`src/sv/apes_pkg.sv`:
```
// Shared widths, status types and magnitude helpers for the product-except-self block.
`timescale 1ns / 1ps
package apes_pkg;

  localparam int VALUE_W  = 32;
  localparam int RESULT_W = 64;

  // Status from the multiply and overflow-check unit
  typedef struct packed {
    logic done;
    logic ovf;
  } acc_status_t;

  // Magnitude of a 64-bit two's complement pattern (-2^63 gives 2^63 unsigned)
  function automatic logic [RESULT_W-1:0] mag64(input logic [RESULT_W-1:0] x);
    mag64 = x[RESULT_W-1] ? (~x + RESULT_W'(1)) : x;
  endfunction

  // Magnitude of a 32-bit two's complement pattern (-2^31 gives 2^31 unsigned)
  function automatic logic [VALUE_W-1:0] mag32(input logic [VALUE_W-1:0] x);
    mag32 = x[VALUE_W-1] ? (~x + VALUE_W'(1)) : x;
  endfunction

endpackage

```
`src/sv/apes_store.sv`:
```
// Element memory: one write port, one registered read port.
`timescale 1ns / 1ps
module apes_store
  import apes_pkg::*;
#(
  parameter int DEPTH = 64,
  parameter int AW    = 6
) (
  input  logic               clk,
  input  logic               we,
  input  logic [AW-1:0]      waddr,
  input  logic [VALUE_W-1:0] wdata,
  input  logic [AW-1:0]      raddr,
  output logic [VALUE_W-1:0] rdata
);

  logic [VALUE_W-1:0] mem [DEPTH];

  always_ff @(posedge clk) begin
    if (we) begin
      mem[waddr] <= wdata;
    end
    rdata <= mem[raddr];
  end

endmodule

```
`config.mk`:
```
export PLATFORM = sky130hd
export DESIGN_NAME = apes_store
export DESIGN_NICKNAME = d
export VERILOG_FILES = /design/src/sv/apes_pkg.sv /design/src/sv/apes_store.sv
export SDC_FILE = /design/constraint.sdc
export NUM_CORES = 2
export LEC_CHECK = 0
export BUFFER_PORTS_ARGS = -buffer_cell sky130_fd_sc_hd__buf_2
export CAP_MARGIN = 5
export CORE_MARGIN = 10
export CORE_UTILIZATION = 55
export DETAILED_ROUTE_END_ITERATION = 8
export GPL_TIMING_DRIVEN = 0
export PLACE_DENSITY_LB_ADDON = 0.05
export SYNTH_ARGS = -nofsm -noshare
export SYNTH_HDL_FRONTEND = slang
export SYNTH_SLANG_ARGS = --single-unit
export TNS_END_PERCENT = 30
```
`constraint.sdc`:
```
create_clock -name clk -period 3.42 [get_ports clk]
set_input_delay 0.342 -clock clk [delete_from_list [all_inputs] [get_ports clk]]
set_output_delay 0.342 -clock clk [all_outputs]
set_load 0.01 [all_outputs]
```
== Yosys cells after proc, flatten, opt, wreduce, memory -nomap -nowiden ==
Memory sizes are Yosys's and may differ from the RTL's. A register that Yosys moved wholly into a read port is not among the register bits.
Cells that the tools add are included.
Operators by class
  mux-type cells: 2
Operator list (count)
  1-bit two-way mux: 2
Word-level totals
  register bits after elaboration: 0
  bits in writable memories: 2048
  input bits: 46
  output and inout bits: 32
  logic and storage cells: 3
  memories: 1
Memory list
  mem: depth 64, bits a word 32, read ports 1, clocked after memory_dff 1, wr ports 1, line apes_store.sv:17  | logic [VALUE_W-1:0] mem [DEPTH];

== Depth between registers and ports, before layout ==
  depth after elaboration: 2
  mapped depth: 10
  mapped depth without buffers: 5

== Least setup slack after synthesis ==
Ideal clock, no wire load.
  path kind: in2reg
  start point: input waddr[3]
  end point: memory mem[48][0] (enable)
  setup time: 461 ps
  arrival: 3041 ps
  data required time: 2959 ps
  path slack: -82 ps
  stages on the path: 4
  path buffers: 1
  path through: clkbuf_1 nor2b_1 nand4b_1 nor3_1
RTL lines
  start, declared: line apes_store.sv:11  | input logic [AW-1:0] waddr,
  end, declared: line apes_store.sv:17
Straight into the memory's write port.

==> flow_summary_export.csv <==
group,metric,value,unit
yosys,synth_xor_area_share,0,%
finish,layoutNonFillerInstCount,5736,
setup_path,r2r-end,"rdata[10]$_DFF_P_",
finish,ff_latch_area,62100,sq um
setup_path,required,4040,ps
global_route,grt_pass1_vias,38200,
yosys,yosys.area_share.simple,1.27,%
drt,finalWirelength,234,mm
setup_path,critPathLaunch,"raddr[1]",
yosys,synth_top_area_cell,"edfxtp_1",
finish,final_area,89700,sq um
yosys,syn-num-nets,3370,
timing,period_minus_slack,3640,ps
timing,rsz0062_at_grt,"yes",
setup_path,crit_chain,"buf_2, buf_2, clkdlybuf4s15_1, mux4_2, mux4_2, o22ai_1, nor2_1",
die,dieArea,158000,sq um
timing,worst_slack,-223,ps
cts,cts_made_buffers,203,
yosys,synth_flop_cell,"edfxtp_1",
die,fp-row-count,138,
run_status,failed_checks,"max-capacitance violations, max-slew violations, negative setup slack",
pwr,p_sw_share,21.5,%
timing,fin_crit_sh,107,%
setup_path,cp_max_fo,10,
pwr,power_switching,11.4,mW
place,dpl.hpwl,150,mm
yosys,yosys-top-cells-area,"edfxtp_1 78%, mux4_2 16%, mux2i_1 1.2%",
job,max_cap_violations,1,
yosys,yosysMostFrequentCell,"edfxtp_1",
cts,clockBufferDepth,3,
setup_path,path_depth,7,
global_route,grt_first_pass_wirelength,317,mm
yosys,avgSynthCellArea,23.6,sq um
global_route,antenna_found_initial,23,
finish,nFillCells,9399,
global_route,grt_usage,29.6,%
yosys,ys_seq_area_share,79.1,%
pwr,power_frac_seq,53.6,%
setup_path,reg2reg_slack,570,ps
setup_path,cp_data_arrival_time,4260,ps
drt,vias,39000,
pwr,power.density,589,nW/um^2
cts,clock-sinks,2080,
timing,timing.final.max_slew_violations,11,
setup_path,r2r-start,"mem[0][10]$_DFFE_PP_",
die,coreArea,142000,sq um
yosys,yosysTopAreaCellShare,78.3,%
yosys,ys_types,34,
setup_path,cp_slowest_cell,"clkdlybuf4s15_1",
drt,ant_nets,0,
min_path,worstHoldPathType,"input pin to flop",
cts,h-tree-depth,4,
setup_path,crit_type,"input pin to flop",
finish,drive_gt1_share,29.2,%
cts,clkTransAtPathRegs,60,ps
place,dp_cells,5356,
setup_path,start_kind,"input pin",
timing,report.final.hold_viol_count,0,
drt,via_per_inst,6.80,
drt,drc,0,
pwr,clkPwrFrac,40.7,%
finish,final_util,63.3,%
run_status,outcome,"finished, violations left",
setup_path,critPathCaptureType,"flop",
yosys,synth_warnings,0,
finish,area_growth,14.2,%
yosys,synth-adder-area-share,0,%
drt,post_drt_wl_per_cell,40.8,microns
global_route,grt_max_degree,65,
min_path,hold_start,"wdata[22]",
place,portBuffers,69,
pwr,peakVddDrop,509,uV
cts,post_cts_buffers,0,
setup_path,critPathBufInv,3,
die,start_util,55.4,%
place,gp_routability_congestion,0.943,
timing,setup_viol,9,
timing,setup_tns,-1280,ps
drt,drtIter0Drc,5528,
finish,nNetsFinal,3724,
timing,finalClockSkew,25.5,ps
pwr,comb_power_share,5.7,%
die,die_x,398,microns
pwr,intPower,41.4,mW
yosys,syn_area,78500,sq um
die,ios,78,
cts,root_buffer,"clkbuf_16",
place,dpl_cell_area,83200,sq um
timing,tightest_slew,1550,ps
setup_path,crit_end,"rdata[10]$_DFF_P_",
yosys,async_reset_ff_share,0,%
cts,cts_tree,"done",
setup_path,crit_family,"buffers and inverters",
die,die_h,398,microns
finish,multi_input_area,16000,sq um
global_route,gr-total-overflow,0,
yosys,synth_top_family_by_area,"multiplexers",
drt,drt-pass1-iter-count,6,
setup_path,r2r_cells,4,
timing,relSlewSlack,-3.21,%
yosys,synthCells,3324,
setup_path,cpPeakStageDelay,1000,ps
pwr,leakagePower,27.9,nW
timing,fmax,0.275,GHz
cts,clock_latency,820,ps
yosys,synth-compound-area-share,1.67,%
yosys,synth_edf_count,2048,
yosys,synthTopCellsByCount,"2048 x edfxtp_1, 544 x mux4_2, 137 x nor2_1",
yosys,synthMuxAreaShare,16.8,%
yosys,ys_ff_latch,2080,
[metal layers]
| metal | GRT usage (%) | vias up | share of wire [%] | wire [microns] |
|---|---|---|---|---|
| li1 | - | 15000 | - | - |
| met1 | 40.3 | 21100 | 37 | 86600 |
| met2 | 46.7 | 2460 | 48 | 112000 |
| met3 | 7.84 | 447 | 11 | 26400 |
| met4 | 10.3 | 12 | 4.0 | 9460 |
| met5 | 0 | - | 0.029 | 68 |
[area by class of cell]
class / instances / area share (%)
timing repair buffer: 149 / 2.16
sequential: 2080 / 69.3
clock buffer: 259 / 6.12
buffer: 182 / 1.03
antenna: 9 / 0.0251
multi-input combinational: 1062 / 17.8
clock inverter: 105 / 0.919
tap: 1890 / 2.64
[how the worst min path moves through the flow]
stage                            end  slack [ps]  cells past startpoint
3_3_place_gp                rdata[8]         740                      1
3_5_place_dp               rdata[18]         740                      1
5_1_grt        mem[50][22]$_DFFE_PP_           5                      1
2_1_floorplan    mem[0][0]$_DFFE_PP_         440                      0
4_1_cts        mem[19][11]$_DFFE_PP_          60                      1
6_report       mem[50][22]$_DFFE_PP_          10                      1
[through the flow]
stage	power (mW)	setup WS [ps]	hold slack, ps
2_1_floorplan	30.2	-75.0	441
3_3_place_gp	31.7	-3200	744
3_5_place_dp	31.8	-1320	740
4_1_cts	52.9	20.7	63.8
5_1_grt	54.1	-130	5.44
6_report	52.8	-223	13.5
[power groups by stage]
stage	registers, mW	clock network [mW]	logic (mW)
global placement	28.8	0	2.83
CTS	28.3	21.6	2.96
finish	28.3	21.5	3.01
floorplan	28.8	0	1.37
global route	28.3	22.7	3.09
detailed placement	28.8	0	2.95
[sequential cells by signal (all words and copies together), names as in the netlist]
register,count
mem,2048
rdata,32
[cells by family (layout without fill, tap and decap cells)]
logic type,count (synthesis),count (layout)
flip-flops,2080,2080
multiplexers,637,637
AND/OR/NAND/NOR,223,223
AO/OA/AOI/OAI,202,202
buffers and inverters,182,695
other,0,9
[timing repair]
action | CTS | global route
pin swaps | 0 | 0
hold endpoints to repair | 0 | 35
setup endpoints to repair | 7 | 12
hold buffers | 0 | 2
gates cloned | 0 | 0
resized for setup | 5 | 12
[cell usage in the layout, fill, tap and decap left out, types with 6 or more instances in the layout]
master	count
a21oi_1	57
a22oi_1	12
a311oi_1	8
buf_1	18
buf_12	65
buf_2	116
buf_4	38
buf_6	6
bufinv_16	13
clkbuf_1	116
clkbuf_16	212
clkinv_1	53
clkinv_2	30
dfxtp_1	32
diode_2	9
edfxtp_1	2048
inv_6	6
mux2i_1	93
mux4_2	544
nand2_1	26
nand2b_1	8
nor2_1	75
nor2_4	62
nor2b_1	15
o221ai_1	27
o22ai_1	82
No activity file was read; power rests on OpenSTA's default activity.
