`src/sv/apes_pkg.sv`:
```
// Shared widths, status types and magnitude helpers for the product-except-self block.
`timescale 1ns / 1ps
package apes_pkg;

  localparam int VALUE_W  = 32;
  localparam int RESULT_W = 64;

  // Status from the multiply and overflow-check unit
  typedef struct packed {
    logic done;
    logic ovf;
  } acc_status_t;

  // Magnitude of a 64-bit two's complement pattern (-2^63 gives 2^63 unsigned)
  function automatic logic [RESULT_W-1:0] mag64(input logic [RESULT_W-1:0] x);
    mag64 = x[RESULT_W-1] ? (~x + RESULT_W'(1)) : x;
  endfunction

  // Magnitude of a 32-bit two's complement pattern (-2^31 gives 2^31 unsigned)
  function automatic logic [VALUE_W-1:0] mag32(input logic [VALUE_W-1:0] x);
    mag32 = x[VALUE_W-1] ? (~x + VALUE_W'(1)) : x;
  endfunction

endpackage

```
`src/sv/apes_div.sv`:
```
// Restoring divider, 64-bit dividend by 32-bit divisor, one quotient bit per cycle.
`timescale 1ns / 1ps
module apes_div
  import apes_pkg::*;
(
  input  logic                clk,
  input  logic                rst,
  input  logic                start,
  input  logic [RESULT_W-1:0] dividend,
  input  logic [VALUE_W-1:0]  divisor,
  output logic                done,
  output logic [RESULT_W-1:0] quotient
);

  localparam int CNT_W = $clog2(RESULT_W);

  logic               busy;
  logic [CNT_W-1:0]   cnt;
  logic [VALUE_W-1:0] rem;
  logic [VALUE_W-1:0] dvs;
  logic [VALUE_W:0]   shifted;
  logic [VALUE_W:0]   diff;
  logic               fits;

  assign shifted = {rem, quotient[RESULT_W-1]};
  assign diff    = shifted - {1'b0, dvs};
  assign fits    = shifted >= {1'b0, dvs};

  always_ff @(posedge clk) begin
    if (rst) begin
      busy <= 1'b0;
      done <= 1'b0;
    end else begin
      done <= 1'b0;
      if (start) begin
        busy     <= 1'b1;
        quotient <= dividend;
        dvs      <= divisor;
        rem      <= '0;
        cnt      <= CNT_W'(RESULT_W - 1);
      end else if (busy) begin
        // dividend bits shift out at the top while quotient bits enter below
        rem      <= fits ? diff[VALUE_W-1:0] : shifted[VALUE_W-1:0];
        quotient <= {quotient[RESULT_W-2:0], fits};
        if (cnt == '0) begin
          busy <= 1'b0;
          done <= 1'b1;
        end else begin
          cnt <= cnt - CNT_W'(1);
        end
      end
    end
  end

endmodule

```
`config.mk`:
```
export PLATFORM = sky130hd
export DESIGN_NAME = apes_div
export DESIGN_NICKNAME = d
export VERILOG_FILES = /design/src/sv/apes_pkg.sv /design/src/sv/apes_div.sv
export SDC_FILE = /design/constraint.sdc
export NUM_CORES = 1
export LEC_CHECK = 0
export ABC_AREA = 1
export ABC_CLOCK_PERIOD_IN_PS = 16400
export BUFFER_PORTS_ARGS = -buffer_cell sky130_fd_sc_hd__buf_2
export CAP_MARGIN = 20
export CORE_ASPECT_RATIO = 1.4
export CORE_MARGIN = 8
export CORE_UTILIZATION = 33
export CTS_CLUSTER_DIAMETER = 50
export DETAILED_ROUTE_END_ITERATION = 6
export GPL_TIMING_DRIVEN = 0
export PLACE_DENSITY = 0.63
export SLEW_MARGIN = 25
export SYNTH_ARGS = -nofsm -noshare
export SYNTH_HDL_FRONTEND = slang
export SYNTH_SLANG_ARGS = --single-unit
```
`constraint.sdc`:
```
create_clock -name clk -period 16.4 [get_ports clk]
set_input_delay 2.46 -clock clk [delete_from_list [all_inputs] [get_ports clk]]
set_output_delay 2.46 -clock clk [all_outputs]
set_load 0.1 [all_outputs]
```
### After elaboration in Yosys (flattened, before gate mapping)

Cells that the tools add are included.
Widths: inputs -> output; s select.

| word-level totals | value |
|---|---|
| register bits after elaboration | 136 |

| operators by class | value |
|---|---|
| equal/unequal tests | 1 |
| mux-type cells | 10 |
| bitwise gates (word level) | 2 |
| add/sub/neg operators | 2 |
| reduce and logical (&&, ||, !) cells | 6 |
| magnitude comparators | 1 |

Operator list:

| operator | number |
|---|---|
| $mux 64 | 2 |
| $mux 32 | 2 |
| $ge 33x32->1 | 1 |
| $sub 32x32->32 | 1 |
| $mux 6 | 2 |
| $logic_not 6->1 | 1 |
| $sub 6x1->6 const B | 1 |
| $mux 1 | 4 |
| $reduce_and 2->1 | 2 |
| $reduce_and 3->1 | 1 |
| $reduce_or 3->1 | 1 |
| $ne 2x2->1 const B | 1 |
| $not 1->1 | 2 |
| $reduce_bool 2->1 | 1 |

### Depth between registers and ports, before layout

| logic depth | value |
|---|---|
| depth in word-level cells | 4 |
| gate-level depth with buffers | 17 |
| mapped depth without buffers | 15 |

### Worst setup path after synthesis

Ideal clock, no wire load.

| timing | value |
|---|---|
| path type | input port to flip-flop |
| from | input start |
| to | register cnt[0] (enable) |
| path buffers | 1 |
| stages | 4 |
| setup time | 0.322 ns |
| data arrival time | 8.019 ns |
| slack | 8.059 ns |
| cell sequence | clkbuf_1 > inv_2 > a21oi_1 > o21a_1 |

| on the way | value |
|---|---|
| word-level cells in the longest chain between the ends | 2 |
| elaborated cells between the ends (all ways) | 3 |
| those cells by class | eq/ne: 1; reduce/logical: 2 |

Ends and longest elaborated chain:

| what | RTL line | source |
|---|---|---|
| start, declared | apes_div.sv:8 | `input logic start,` |
| $ne 2x2->1 (no source line) or $reduce_bool 2->1 (tied branches) | n/a |  |
| $reduce_and 3->1 (no source line) (*) | n/a |  |
| end signal, assigned | apes_div.sv:40 | `cnt <= CNT_W'(RESULT_W - 1);` |
| end signal, assigned | apes_div.sv:49 | `cnt <= cnt - CNT_W'(1);` |
| end, declared | apes_div.sv:18 | `logic [CNT_W-1:0] cnt;` |

Every way passes the cells marked *; elsewhere a longest branch is shown, timed or not.
A chain may end at the register's enable or synchronous reset.

### Final worst setup path

| timing | value |
|---|---|
| from | input start |
| to | register cnt[2] (enable) |

Same word-level chain as after synthesis.

==> out/summary.log <==
[worst_setup_path] reg-to-reg setup timing slack 13880 ps
[floorplan] number of top-level pins 164
[synthesis] largest family of logic cells by synthesized area simple AND/OR/NAND/NOR gates
[cells_and_area] Layout fillers 2674
[worst_setup_path] Worst setup EP type register
[sta] Final Max Slew Viols 0
[synthesis] Async SR Flop Fraction 0
[grt] grt total ovfl 0
[sta] final hold violation count 0
[synthesis] EDFF count, synth 134
[cells_and_area] area of combinational cells with multiple inputs 3661 um^2
[floorplan] number of rows created at floorplan 69
[worst_hold_path] endpoint of the worst hold-timing path quotient[42]
[synthesis] number of synthesized register bits 136
[cts] maximum level of the CTS H-tree 4
[cells_and_area] count of nets after finishing 1443
[cts] number of cells upsized or downsized after cts 0
[floorplan] die area 31320 um^2
[cells_and_area] share of final-layout standard cells stronger than drive strength 1 0.1861
[grt] pin count of the biggest net entering global routing 23
[placed_design] RD Place Congestion 0.8833
[route] post-DR wirelength/cell 14.99 um
[sta] final worst hold slack 534.3 ps
[cts] Clk Latency, worst-skew pair 430 ps
[synthesis] Netlist Area Pre-Place 8529 um^2
[cts] clock tree from TritonCTS built
[power_and_ir_drop] Power Total 0.001175 W
[route] number of vias per cell 4.450
[cts] CTS buffer count 17
[worst_setup_path] top fanout value on the critical path 18
[synthesis] post-synth top area cell sky130_fd_sc_hd__edfxtp_1
[worst_setup_path] crit start category input port
[synthesis] proportion of netlist area held by the largest area contributor 0.4718
[synthesis] library cells used by synthesis 36
[cts] clock slew at the register clock pins of the worst setup and hold paths 60 ps
[power_and_ir_drop] Worst VDD drop 78.98 uV
[sta] Final WS setup 12470 ps
[sta] Final Skew 10.20 ps
[sta] setup repair after global routing missed its margin false
[synthesis] multiplexer share of the synthesized area 0
[route] remaining antenna violation count 0
[grt] wire length of the first global-routing pass 39.21 mm
[route] drt total wl 24.60 mm
[synthesis] mean post-synth cell area 7.609 um^2
[cts] clk root buf sky130_fd_sc_hd__clkbuf_16
[synthesis] Simple-Gate Fraction of Synth Area 0.3416
[grt] total global-route track usage 0.1580
[placed_design] cell area reported after detailed placement 9926 um^2
[route] count of TritonRoute iterations in the first routing pass 5
[flow_run] Max Cap Viol 0
[sta] maximum frequency from static timing analysis 254.2 MHz
[synthesis] portion of the post-synthesis area used by sequential elements 0.4765
[placed_design] detailed placement HPWL 19.89 mm
[cells_and_area] FF+latch area 4064 um^2
[worst_setup_path] Worst Path Arrival 4040 ps
[floorplan] Starting Density 0.3360
[placed_design] DP Worst Slack 11940 ps
[sta] shortest clock period the worst path allows after layout 3934 ps
[synthesis] Gate Count Post-Synth 1121
[cells_and_area] post-route standard cell area excluding fillers 10550 um^2
[synthesis] share of the synthesized area in compound gates (AO/OA/AOI/OAI) 0.01775
[grt] vias in the first global route 7710
[route] DRC 0
[worst_hold_path] Min-Delay Startpoint quotient[41]
[outcome] run status complete, no violations
[route] number of DRC markers after the initial detailed-route iteration 298
[synthesis] leading cell types by total area after synthesis sky130_fd_sc_hd__edfxtp_1 47%, sky130_fd_sc_hd__nand2_1 22%, sky130_fd_sc_hd__inv_1 7.9%
[cts] number of hold buffers added after cts 0
[sta] final setup vio count 0
[cts] number of sinks driven by the clock tree 136
[placed_design] count of port buffers added during placement 162
[cells_and_area] Area Growth Syn to Fin 23.68%
[power_and_ir_drop] Leak Pwr 5.421 nW
[power_and_ir_drop] Pwr Density 111.4 nW/um^2
[worst_setup_path] worst r2r src rem[6]
[worst_hold_path] Hold Path Stages 2
[worst_setup_path] required time of the worst setup path 16510 ps
[floorplan] area of the core 25380 um^2
[route] via count 7302
[cts] total setup buffers inserted after CTS 0
[floorplan] vertical extent of the die 206.2 um
[worst_hold_path] Hold Crit Class register to register
[sta] fin crit share 0.2399
[synthesis] library cell with the highest instance count after synthesis sky130_fd_sc_hd__nand2_1
[sta] worst-margin pin slew 613.2 ps
[worst_setup_path] R2R Path End rem[25]
[sta] Post-Route Setup TNS 0 ps
[grt] number of antenna violations at the first check in global routing 3
[sta] Slew HR 0.5912
[worst_setup_path] type of the worst setup path input port to register
[cts] maximum count of clock buffers along a single path 2
[synthesis] Adder-Cell Fraction of Synth Area 0.05222
[synthesis] Most used DFF post-synth sky130_fd_sc_hd__edfxtp_1
[cells_and_area] Antenna Cells 0
[synthesis] xor/xnor share of the synthesized area 0.01540
[floorplan] die outline width 151.9 um
[worst_setup_path] path depth of the worst reg2reg path 13
[synthesis] Synth warnings 0
[synthesis] post-synthesis net count 1255
[synthesis] list of most frequent post-synthesis cells 496 x sky130_fd_sc_hd__nand2_1, 179 x sky130_fd_sc_hd__inv_1, 134 x sky130_fd_sc_hd__edfxtp_1
[state kept, by name, summed over array words and instances, names as in the netlist]
| name | cells |
|---|---|
| quotient | 64 |
| dvs | 32 |
| rem | 32 |
| cnt | 6 |
| busy | 1 |
| done | 1 |
[per-layer routing]
layer,vias to the layer above,track usage,wire length (um)
li1,3836,-,-
met4,4,0.06097,551
met1,3238,0.1611,9736
met5,-,0,22
met2,195,0.2988,12870
met3,29,0.04580,1426
[placed cells by master (no fill, tap or decap), types with 7 or more instances in the layout]
master / instances
sky130_fd_sc_hd__nand3_1: 31
sky130_fd_sc_hd__buf_2: 165
sky130_fd_sc_hd__nor2_2: 19
sky130_fd_sc_hd__nand4_1: 8
sky130_fd_sc_hd__nor2_1: 98
sky130_fd_sc_hd__edfxtp_1: 134
sky130_fd_sc_hd__inv_1: 179
sky130_fd_sc_hd__ha_1: 34
sky130_fd_sc_hd__nand2_1: 496
sky130_fd_sc_hd__nand3b_1: 22
sky130_fd_sc_hd__a21oi_1: 21
sky130_fd_sc_hd__and2_1: 7
sky130_fd_sc_hd__clkbuf_1: 16
sky130_fd_sc_hd__clkbuf_16: 17
sky130_fd_sc_hd__xor2_1: 14
[cell type report]
type	instances	area share
buffer	26	0.01245
clock buffer	17	0.04033
clock inverter	15	0.01874
inverter	183	0.06559
multi-input combinational	776	0.3471
sequential	136	0.3852
tap	319	0.03784
timing repair buffer	169	0.09275
[worst max-delay path by stage]
stage	startpoint	to	depth (start not counted)	slack (ps)
after floorplan	start	cnt[0]	4	8060
after global placement	start	cnt[0]	4	5200
after detailed placement	start	cnt[2]	5	11940
after CTS	start	cnt[2]	5	12400
after global routing	start	cnt[2]	5	12280
final	start	cnt[2]	5	12470
[power by group]
part	switching (W)	internal [W]	leakage, nW	total, W
registers	0.0000122	0.000417	1.30	0.000429
clock network	0.000157	0.000255	0.301	0.000412
logic	0.000238	0.0000961	3.82	0.000334
[stage by stage]
step	util	cells
after global routing	0.4156	1641
after detailed placement	0.3911	1609
final	0.4156	1641
after global placement	0.3837	1602
after CTS	0.4156	1641
after floorplan	-	1121
[worst max-delay path: stages]
cell,delay [ps]
sky130_fd_sc_hd__clkbuf_1,310
sky130_fd_sc_hd__inv_2,230
sky130_fd_sc_hd__a21oi_4,480
sky130_fd_sc_hd__buf_16,240
sky130_fd_sc_hd__o21a_1,310
[logic make-up after synthesis]
group / count (synthesis)
adders and majority gates: 35
DFF: 136
buffers and inverters: 209
AOI/OAI and AO/OA: 28
and+or+nand+nor: 698
xor gates and xnor gates: 15
(Power assumes the default switching activity.)
