<file path="src/sv/apes_pkg.sv">
// Shared widths, status types and magnitude helpers for the product-except-self block.
`timescale 1ns / 1ps
package apes_pkg;

  localparam int VALUE_W  = 32;
  localparam int RESULT_W = 64;

  // Status from the multiply and overflow-check unit
  typedef struct packed {
    logic done;
    logic ovf;
  } acc_status_t;

  // Magnitude of a 64-bit two's complement pattern (-2^63 gives 2^63 unsigned)
  function automatic logic [RESULT_W-1:0] mag64(input logic [RESULT_W-1:0] x);
    mag64 = x[RESULT_W-1] ? (~x + RESULT_W'(1)) : x;
  endfunction

  // Magnitude of a 32-bit two's complement pattern (-2^31 gives 2^31 unsigned)
  function automatic logic [VALUE_W-1:0] mag32(input logic [VALUE_W-1:0] x);
    mag32 = x[VALUE_W-1] ? (~x + VALUE_W'(1)) : x;
  endfunction

endpackage

</file>
<file path="src/sv/apes_acc.sv">
// Running-product update: 64x32 multiply in two partial products, then range check.
`timescale 1ns / 1ps
module apes_acc
  import apes_pkg::*;
(
  input  logic                clk,
  input  logic                rst,
  input  logic                start,
  input  logic [RESULT_W-1:0] product,
  input  logic [VALUE_W-1:0]  value,
  output acc_status_t         status,
  output logic [RESULT_W-1:0] product_next
);

  typedef enum logic [1:0] {PH_IDLE, PH_LO, PH_HI, PH_CHK} phase_t;

  phase_t               phase;
  logic [RESULT_W-1:0]  pm;
  logic [VALUE_W-1:0]   vm;
  logic                 rn;
  logic [RESULT_W-1:0]  pl;
  logic [RESULT_W-1:0]  ph;
  logic [VALUE_W-1:0]   mul_a;
  logic [RESULT_W-1:0]  mul_p;
  logic [RESULT_W:0]    upper;
  logic [RESULT_W-1:0]  mag;
  logic [RESULT_W-1:0]  limit;
  logic                 too_big;

  assign mul_a = (phase == PH_LO) ? pm[VALUE_W-1:0] : pm[RESULT_W-1:VALUE_W];
  assign mul_p = {{VALUE_W{1'b0}}, mul_a} * {{VALUE_W{1'b0}}, vm};

  // Full product is {upper, pl[31:0]}; anything above bit 63 is out of range
  assign upper   = {1'b0, ph} + {{(VALUE_W+1){1'b0}}, pl[RESULT_W-1:VALUE_W]};
  assign mag     = {upper[VALUE_W-1:0], pl[VALUE_W-1:0]};
  assign limit   = rn ? {1'b1, {(RESULT_W-1){1'b0}}} : {1'b0, {(RESULT_W-1){1'b1}}};
  assign too_big = (upper[RESULT_W:VALUE_W] != '0) || (mag > limit);

  always_ff @(posedge clk) begin
    if (rst) begin
      phase       <= PH_IDLE;
      status.done <= 1'b0;
      status.ovf  <= 1'b0;
    end else begin
      status.done <= 1'b0;
      case (phase)
        PH_IDLE: begin
          if (start) begin
            pm    <= mag64(product);
            vm    <= mag32(value);
            rn    <= product[RESULT_W-1] ^ value[VALUE_W-1];
            phase <= PH_LO;
          end
        end
        PH_LO: begin
          pl    <= mul_p;
          phase <= PH_HI;
        end
        PH_HI: begin
          ph    <= mul_p;
          phase <= PH_CHK;
        end
        PH_CHK: begin
          status.done  <= 1'b1;
          status.ovf   <= too_big;
          product_next <= rn ? (~mag + RESULT_W'(1)) : mag;
          phase        <= PH_IDLE;
        end
        default: phase <= PH_IDLE;
      endcase
    end
  end

endmodule

</file>
<file path="config.mk">
export PLATFORM = sky130hd
export DESIGN_NAME = apes_acc
export DESIGN_NICKNAME = d
export VERILOG_FILES = /design/src/sv/apes_pkg.sv /design/src/sv/apes_acc.sv
export SDC_FILE = /design/constraint.sdc
export NUM_CORES = 2
export LEC_CHECK = 0
export ABC_AREA = 1
export BUFFER_PORTS_ARGS = -buffer_cell sky130_fd_sc_hd__buf_4
export CORE_ASPECT_RATIO = 2
export CORE_MARGIN = 4
export CORE_UTILIZATION = 60
export DETAILED_ROUTE_END_ITERATION = 10
export PLACE_DENSITY = 0.76
export SYNTH_ARGS = -nofsm -noshare
export SYNTH_HDL_FRONTEND = slang
export SYNTH_SLANG_ARGS = --single-unit
export TNS_END_PERCENT = 30
</file>
<file path="constraint.sdc">
create_clock -name clk -period 10 [get_ports clk]
set_clock_uncertainty 0.15 [all_clocks]
set_input_delay 0 -clock clk [delete_from_list [all_inputs] [get_ports clk]]
set_output_delay 0 -clock clk [all_outputs]
set_load 0.02 [all_outputs]
</file>
== Word level (Yosys, flattened, before mapping) ==
Index checks and enable logic that the tools add are counted.
Operators by class
  add/sub/neg operators: 4
  multipliers: 1
  divide/modulo/power cells: 0
  $lt $le $gt $ge: 1
  eq/ne operators: 4
  shift operators: 0
  muxes and demuxes: 8
  bitwise logic cells: 5
  reductions and logical operators: 7
Operator list (number)
  adder 64 x 1 -> 64 bit (second input constant): 2
  two-way mux 64 bit: 2
  inverter 64 bit: 2
  adder 64 x 32 -> 65 bit: 1
  > comparator 64 bit: 1
  multiplier 32 x 32 -> 64 bit: 1
  two-way mux 63 bit: 1
  nonzero test 33 bit: 1
  adder 32 x 1 -> 32 bit (second input constant): 1
  two-way mux 32 bit: 1
  inverter 32 bit: 1
  two-way mux 31 bit: 1
  one-hot mux 2 bit (4 select lines): 1
  AND reduction 2 bit: 3
  equality test 2 bit (second input constant): 2
  two-way mux 2 bit: 2
  AND reduction 3 bit: 1
  equality test 2 x 1 -> 1 bit (second input constant): 1
  zero test 2 bit: 1
  inequality test 2 bit (second input constant): 1
  logical OR 1 bit: 1
  inverter 1 bit: 1
  bitwise XOR 1 bit: 1
Word-level totals
  register bits: 293
  latch bits: 0
  bits in writable memories: 0
  bits in read-only memories: 0
  output and inout bits: 66
  logic and storage cells: 41
  memories kept: 0

== Logic depth before layout (Yosys ltp) ==
  depth in word-level cells: 4
  depth in mapped cells: 36
  depth with buffers taken out: 33

== Least setup slack after synthesis ==
Ideal clock, no wire load.
  kind: flip-flop to flip-flop
  from: reg phase[0]
  to: reg pm[0] (enable)
  setup time: 692 ps
  arrival: 7621 ps
  setup slack: 1538 ps
  stages on the path, launching flop included: 5
  path through: dfxtp_1 > inv_1 > ha_1 > inv_1 > nor3b_1
On the way
  word-level cells in the longest chain between the ends: 2
RTL lines
  start: declaration: RTL line apes_acc.sv:17  | phase_t phase;
  start signal: assignment: RTL line apes_acc.sv:41  | phase <= PH_IDLE;
  start signal: assignment: RTL line apes_acc.sv:52  | phase <= PH_LO;
  start signal: assignment: RTL line apes_acc.sv:57  | phase <= PH_HI;
  zero test 2 bit: RTL line apes_acc.sv:46  | case (phase)
  AND reduction 3 bit (no source line)
  end signal: assignment: RTL line apes_acc.sv:49  | pm <= mag64(product);
  end: declaration: RTL line apes_acc.sv:18  | logic [RESULT_W-1:0] pm;
Every way passes these cells.
A chain may end at the register's enable or synchronous reset.

== Worst setup path in the final report ==
  from: reg phase[1]
  to: reg ph[47], data pin
On the way
  word-level cells in the longest chain between the ends: 3
RTL lines
  equality test 2 x 1 -> 1 bit: RTL line apes_acc.sv:30  | assign mul_a = (phase == PH_LO) ? pm[VALUE_W-1:0] : pm[RESULT_W-1:VALUE_W];
  two-way mux 32 bit: RTL line apes_acc.sv:30
  multiplier 32 x 32 -> 64 bit: RTL line apes_acc.sv:31  | assign mul_p = {{VALUE_W{1'b0}}, mul_a} * {{VALUE_W{1'b0}}, vm};
  named net mul_p[47]: RTL line apes_acc.sv:24  | logic [RESULT_W-1:0] mul_p;
  end signal: assignment: RTL line apes_acc.sv:60  | ph <= mul_p;
  end: declaration: RTL line apes_acc.sv:22  | logic [RESULT_W-1:0] ph;
The timed path passes the listed nets, and every way through them passes these cells.

==> reports/results.txt <==
Crit-path slowest cell = clkinv_1
Largest net degree at the start of global routing = 111
WHS Path Cells = 4
Post-layout min period = 9.707 ns
Most Crowded Layer GR = met2
RSZ-0062 raised after global routing = false
Total number of vias = 44880
Die area = 90750 µm²
Number of synthesized flops with an enable pin = 289
Io pins = 165
Setup TNS = 0 ns
Die H = 422.1 µm
Final Hold Violating Endpoints = 0
R2r setup slk = 0.29 ns
Global-route track usage on met3 = 0.09480
Row cnt = 151
Drt drc = 0
Async SR Flop Fraction = 0
Final max-slew violation count = 0
Commonest non-fill, non-tap cells in the layout = inv_1 (1331), nand2_1 (1131), nor2_1 (964)
Initial drt markers = 3530
Outcome = finished clean
Worst r2r path cells = 30
CP Data Required Time = 10.19 ns
Clk sinks = 293
DRT Wirelength = 199.3 mm
TritonCTS clock tree = yes
# port buffers = 164
Cell mode on critical path = fa_1
Met1 Track Usage GR = 0.3748
Crit start category = register
Layout cells sized above 1 = 0.07288
Synthesized Nets = 7556
Initial Util = 0.6063
Setup violators final = 0
Crit Path Max Fanout = 27
Clock buffer count from CTS = 27
Layout area overhead = 11.16%
Average cell area after synthesis = 8.303 µm²
Syn Inst Count = 6194
Slowest stage delay, CP = 0.66 ns
CP arrival = 9.89 ns
GPL Wtd Cong = 1.118
1st-pass router iterations = 8
Vias in the first global route = 48795
GRT Util Overall = 0.4404
Reg clk slew, reported paths = 0.07 ns
Vias per inst = 5.901
CTS Root Cell = clkbuf_16
Crit Path Class = reg2reg
Core Region = 84830 µm²
First-pass GRT wire length = 291.5 mm
Worst-Margin Slew = 1.233 ns
Worst hold path type = in2reg
#FFs+latches synth = 293
Commonest non-fill, non-tap cell in the layout = inv_1
Period utilisation layout = 0.9707
DR WL/cell = 26.21 µm
Final #Nets = 7872
Die W = 215.0 µm
Yosys Warn Count = 0
Max_cap viols = 0
Hpwl dp = 162.8 mm
Max Buffers Root-to-Sink = 3
H-tree depth = 1
Synth Cell Area = 51430 µm²
Relative slew margins = 0.1706
Top_reg_cell synth = edfxtp_1
Post-synth cell types = 51
M2 GR Usage = 0.7678
Clock Latency Late Sink = 0.64 ns
Total congestion overflow = 0
Initial antenna violation count = 4
Highest clock rate = 0.1030 GHz
Worst setup EP type = register
DRT antenna net count = 0
Post-synthesis sequential area ratio = 0.1703
## final timing paths
path	start	to
setup / recovery	phase[1]$_SDFFE_PP0P_	ph[47]$_DFFE_PP_
setup reg to reg	phase[1]$_SDFFE_PP0P_	ph[47]$_DFFE_PP_
hold reg to reg	pl[0]$_DFFE_PP_	product_next[0]$_DFFE_PP_
hold / removal	product[63]	pm[59]$_DFFE_PP_
## layer usage
| metal | wire, µm | vias up |
|---|---|---|
| li1 | - | 19261 |
| met1 | 52050 | 21478 |
| met2 | 97860 | 2782 |
| met3 | 16420 | 1353 |
| met4 | 32970 | 6 |
| met5 | 38 | - |
## synthesized netlist by cell type (4+ instances only)
cell      count  area share
o21bai_1      6     0.00088
xor2_2       10      0.0032
clkbuf_1    187       0.014
or2_2        36      0.0044
nor3_1       50      0.0049
o31ai_1       7      0.0010
o211ai_1      7      0.0010
nand3b_1     10      0.0015
a31oi_1      28      0.0034
xnor2_1      69       0.012
inv_2         7     0.00051
ha_1        366       0.089
nor2_2        8     0.00097
nand4_1      55      0.0067
nand3_1     141       0.014
o21ai_1      18      0.0018
nand3_2       8      0.0016
nor4_1       17      0.0021
xor2_1      157       0.027
nor3_2        6      0.0012
o21a_1        6     0.00088
a21oi_1     173       0.017
a21o_1       10      0.0015
fa_1        897        0.35
nand2_2      14      0.0017
edfxtp_1    289        0.17
nor2_1      967       0.071
o21ai_0     117       0.011
inv_1      1331       0.097
dfxtp_1       4      0.0016
and3_1        8     0.00097
clkinv_1     22      0.0016
nand2_1    1131       0.083
buf_1         4     0.00029
## area by class of cell
class / count / area (µm²)
Antenna cell: 4 / 10.01
Clock buffer: 28 / 679.4
Clock inverter: 22 / 261.5
Fill cell: 7048 / 27660
Inverter: 1360 / 5120
Multi-Input combinational cell: 4349 / 36950
Sequential cell: 293 / 8758
Tap cell: 1071 / 1340
Timing Repair Buffer: 479 / 4046
## flip-flops by register name, indices dropped and copies added (netlist names)
name and cells:
status 2, product_next 64, ph 64, vm 32, pl 64, rn 1
phase 2, pm 64
## cells by family (layout without fill, tap and decap cells)
| kind of cell | count (synthesis) | count (layout) | share of synthesized area |
|---|---|---|---|
| AO/OA/AOI/OAI | 386 | 386 | 0.04097 |
| buffers and inverters | 1552 | 1889 | 0.1133 |
| adder cells (fa/ha/maj) | 1263 | 1263 | 0.4382 |
| other | 0 | 4 | 0 |
| AND/OR/NAND/NOR | 2460 | 2460 | 0.1941 |
| XOR/XNOR | 240 | 240 | 0.04313 |
| flip-flops | 293 | 293 | 0.1703 |
## metrics by stage
stage | std cells | util | setup slack [ns] | hold WS [ns] | area [µm²]
6_report | 7606 | 0.6739 | 0.2934 | 0.04409 | 57170
5_1_grt | 7602 | 0.6738 | 0.02443 | 0.07878 | 57160
3_3_place_gp | 7375 | 0.6417 | 0.2941 | 0.05252 | 54430
2_1_floorplan | 6194 | - | 1.538 | -0.05113 | 51430
3_5_place_dp | 7375 | 0.6417 | 0.2016 | 0.05694 | 54430
4_1_cts | 7600 | 0.6734 | 0.1526 | 0.003401 | 57130
## critical path: cells and delay by family, from the launching register on
| kind | cells | cell delay, ns |
|---|---|---|
| adders and majority gates | 10 | 4.31 |
| and+or+nand+nor | 10 | 2.05 |
| buffers and inverters | 7 | 1.37 |
| AOI/OAI and AO/OA | 2 | 0.63 |
| xor gates and xnor gates | 1 | 0.57 |
| DFF | 1 | 0.33 |
## what timing repair did
| action | 4_1_cts | 5_1_grt |
|---|---|---|
| hold endpoints to repair | 134 | 0 |
| setup endpoints to repair | 0 | 12 |
| setup buffers | 0 | 2 |
| gates resized for setup | 0 | 6 |
| hold buffers | 175 | 0 |
Power is not shown: default switching activity piles up to over one toggle a cycle in this logic, so the estimate is an artifact.
